`src/hw/rtl/fak_div.sv`:
```
`default_nettype none
// restoring divider, one quotient bit per stage, num must be below den << Q_W
module fak_div #(
   parameter int DEN_W = 33,
   parameter int Q_W   = 20
) (
   input  wire logic                   clock,
   input  wire logic [DEN_W+Q_W-1:0]   num,
   input  wire logic [DEN_W-1:0]       den,
   output logic      [Q_W-1:0]         quo
);
   localparam int R_W = DEN_W + Q_W;

   logic [R_W-1:0]   rem_ff [Q_W];
   logic [DEN_W-1:0] den_ff [Q_W];
   logic [Q_W-1:0]   quo_ff [Q_W];

   for (genvar j = 0; j < Q_W; j++) begin : g_stage
      logic [R_W-1:0]   rem_prev;
      logic [DEN_W-1:0] den_prev;
      logic [Q_W-1:0]   quo_prev;
      logic [R_W-1:0]   shifted;
      logic             ge;
      logic [R_W-1:0]   rem_in;
      logic [Q_W-1:0]   quo_in;

      if (j == 0) begin : g_first
         assign rem_prev = num;
         assign den_prev = den;
         assign quo_prev = '0;
      end else begin : g_next
         assign rem_prev = rem_ff[j-1];
         assign den_prev = den_ff[j-1];
         assign quo_prev = quo_ff[j-1];
      end

      assign shifted = R_W'(den_prev) << (Q_W - 1 - j);
      assign ge      = (rem_prev >= shifted);
      assign rem_in  = ge ? (rem_prev - shifted) : rem_prev;
      assign quo_in  = ge ? (quo_prev | (Q_W'(1) << (Q_W - 1 - j))) : quo_prev;

      always_ff @(posedge clock) begin
         rem_ff[j] <= rem_in;
         den_ff[j] <= den_prev;
         quo_ff[j] <= quo_in;
      end
   end

   assign quo = quo_ff[Q_W-1];
endmodule
`default_nettype wire

```
`config.mk`:
```
export PLATFORM = sky130hd
export DESIGN_NAME = fak_div
export DESIGN_NICKNAME = d
export VERILOG_FILES = /design/src/hw/rtl/fak_div.sv
export SDC_FILE = /design/constraint.sdc
export NUM_CORES = 2
export LEC_CHECK = 0
export BUFFER_PORTS_ARGS = -buffer_cell sky130_fd_sc_hd__buf_2
export CAP_MARGIN = 30
export CORE_MARGIN = 3
export CORE_UTILIZATION = 55
export CTS_CLUSTER_SIZE = 10
export DETAILED_ROUTE_END_ITERATION = 10
export GPL_ROUTABILITY_DRIVEN = 1
export GPL_TIMING_DRIVEN = 0
export PLACE_DENSITY_LB_ADDON = 0.12
export REMOVE_ABC_BUFFERS = 1
export SLEW_MARGIN = 20
export SYNTH_ARGS = -nofsm -noshare
export SYNTH_HDL_FRONTEND = slang
export SYNTH_SLANG_ARGS = --single-unit
export TNS_END_PERCENT = 100
```
`constraint.sdc`:
```
create_clock -name clock -period 4.4 [get_ports clock]
set_input_delay 0.44 -clock clock [delete_from_list [all_inputs] [get_ports clock]]
set_output_delay 0.44 -clock clock [all_outputs]
set_load 0.005 [all_outputs]
```
==> impl_metrics.env <==
export IMPL_drc=0
export IMPL_ys_async_sr_fraction_pct=0
export IMPL_cts_root_buffer="clkbuf_16"
export IMPL_syn_to_final_growth_pct=11.6
export IMPL_num_antenna_cells=0
export IMPL_grt_overflow=0
export IMPL_synth_cells=9379
export IMPL_drv_cap=0
export IMPL_worstPathRequired_ns=5.09
export IMPL_post_dp_cell_area_mm2=0.0877
export IMPL_synth_area_top_cells="dfxtp_1 44%, ha_1 9.7%, a21oi_1 4.9%"
export IMPL_cts_tree="built"
export IMPL_final_period_utilization_pct=97.2
export IMPL_finalClockSkew_ns=0.0902
export IMPL_nNetsFinal=10300
export IMPL_worst_ep_arrival_time_ns=4.97
export IMPL_n_fill_cell=12700
export IMPL_drt_iter0_markers=3168
export IMPL_synthTopCellsByCount="1,844 x dfxtp_1, 830 x a21oi_1, 823 x inv_1"
export IMPL_ys_warn_count=0
export IMPL_io_buffers=106
export IMPL_yosysTopAreaCellShare_pct=43.5
export IMPL_synth_edf_count=0
export IMPL_synth_main_ff_cell="dfxtp_1"
export IMPL_gp_congestion=1.02
export IMPL_finalInstanceArea_mm2=0.0947
export IMPL_pre_cts_slack_ns=-0.909
export IMPL_vias=65900
export IMPL_crit_type="register to register"
export IMPL_cts_buffer_depth=3
export IMPL_critPathMaxFanout=19
export IMPL_clkSlewWorstSetupHoldPaths_ns=0.05
export IMPL_setup_violations=0
export IMPL_first_pass_iters=6
export IMPL_max_freq_mhz=234
export IMPL_hpwlAfterDp_um=177000
export IMPL_run_status="complete, no violations"
export IMPL_viasPerCell=5.65
export IMPL_grt_start_max_net_pins=63
export IMPL_core_rowCount=143
export IMPL_die_w_um=399
export IMPL_synth_area_leader_cell="dfxtp_1"
export IMPL_cts_buffers_inserted=208
export IMPL_antenna_found_initial=2
export IMPL_fp_dieH_um=399
export IMPL_final_antenna_net_count=0
export IMPL_grt_first_pass_wirelength_um=351000
export IMPL_tightest_slew_ns=1.10
export IMPL_hold_depth=2
export IMPL_start_util_pct=55.6
export IMPL_fin_ws_ns=0.122
export IMPL_wl_per_cell_um=19.4
export IMPL_vdd_drop_max_uv=581
export IMPL_syn_area_per_cell_um2=9.04
export IMPL_power_per_cell_area_mw_per_mm2=782
export IMPL_grt_pass1_vias=68100
export IMPL_ys_seq_area_share_pct=43.5
export IMPL_finalCriticalPeriod_ns=4.28
export IMPL_h_tree_depth=4
export IMPL_reg2reg_depth=14
export IMPL_wirelength_um=226000
export IMPL_min_path_type="primary input to register"
export IMPL_synth_most_common_cell="dfxtp_1"
export IMPL_yosys_register_bits=1844
export IMPL_clock_latency_ns=0.89
export IMPL_drv_slew=0
export IMPL_critPathCaptureType="register"
export IMPL_p_leak_nw=42.3
export IMPL_ys_types=108
export IMPL_syn_cell_area_mm2=0.0848
export IMPL_cts_sinks=1844
export IMPL_reg2reg_slack_ns=0.12
export IMPL_io_pin_count=107
export IMPL_die_area_mm2=0.159
export IMPL_grt_usage_pct=27.8
export IMPL_fp_coreArea_mm2=0.153
export IMPL_relSlewSlack_pct=25.8
export IMPL_hold_viol=0
export IMPL_drive_above_1_share_pct=7.08
export IMPL_rsz0062_at_grt="no"
export IMPL_cp_start_kind="register"
==> path summary, 6_finish.rpt <==
kind	end	from
hold / removal	den_ff[0][6]	den[6]
hold reg to reg	quo_ff[4][48]	quo_ff[4][28]
setup reg to reg	rem_ff[12][17]	rem_ff[11][7]
setup / recovery	rem_ff[12][17]	rem_ff[11][7]
==> per-layer routing <==
metal,routed length [um],GRT usage (%),vias to the layer above
li1,-,-,33000
met1,74000,23.5,30500
met2,125000,57.1,1624
met3,6230,3.11,762
met4,20100,22.5,0
met5,0,0,-
==> critical path, stage by stage, from the launching register on <==
cell and delay (ns):
dfxtp_1 0.33, inv_1 0.05, ha_1 0.22, fa_1 0.41, nor2b_1 0.20, o31a_1 0.25, o211a_1 0.28, a22o_1 0.36
nand4_1 0.18, and4bb_2 0.35, o31ai_4 0.44, buf_6 0.26, buf_6 0.21, buf_6 0.21, mux2_2 0.35
==> state kept, by name, summed over array words and instances, names as in the netlist <==
name	cells
den_ff	627
quo_ff	210
rem_ff	1007
==> cells by family after synthesis <==
logic type	synth area share, %
mux	1.75
buf+inv	4.95
compound gates	18.1
simple gates	14.1
flops	43.5
xor+xnor	7.46
fa+ha+maj	10.2
==> placed cells by master (no fill, tap or decap), drive strengths merged, types with 138 or more instances in the layout <==
cell type,instances
dfxtp,1844
a21oi,831
inv,822
nand2,717
ha,660
nor2,624
o21ai,599
xnor2,382
a21o,352
xor2,341
clkbuf,245
nand3,164
buf,154
nor3,145
nand4,138
==> what timing repair did <==
action                                  4_1_cts  5_1_grt
pin swaps                                     3        6
buffers inserted                              1        7
hold endpoints to repair                     86        0
endpoints found under the setup margin       78       71
gates resized for setup                      17       16
cloned                                        1        1
hold buffers                                 86        0
==> area by class of cell <==
cell class | instances | area [um^2] | share of cell area (%)
tap | 2030 | 2540 | 2.68
clock buffer | 244 | 5430 | 5.74
clock inverter | 22 | 475 | 0.502
inverter | 826 | 3120 | 3.30
multi-input combinational | 6445 | 44100 | 46.5
sequential | 1844 | 36900 | 39.0
timing repair buffer | 242 | 2140 | 2.26
==> where the power goes <==
group | switching [W] | leakage [nW] | internal (W)
clock network | 0.00660 | 2.86 | 0.00865
registers | 0.00313 | 15.5 | 0.0216
logic | 0.0195 | 24.0 | 0.0145
total | 0.0293 | 42.3 | 0.0448
==> per-stage QoR <==
step                std cells  setup TNS (ns)  power [W]  util [%]  hold slack (ns)
floorplan                9113          -71.74     0.0496         -            0.310
global placement        11200        -1040.85     0.0576      56.9            0.309
detailed placement      11300          -14.51     0.0584      57.5            0.312
CTS                     11600               0     0.0740      61.9            0.148
global route            11700               0     0.0791      62.0            0.192
finish                  11700               0     0.0740      62.0            0.217
No activity file was read; power rests on OpenSTA's default activity.
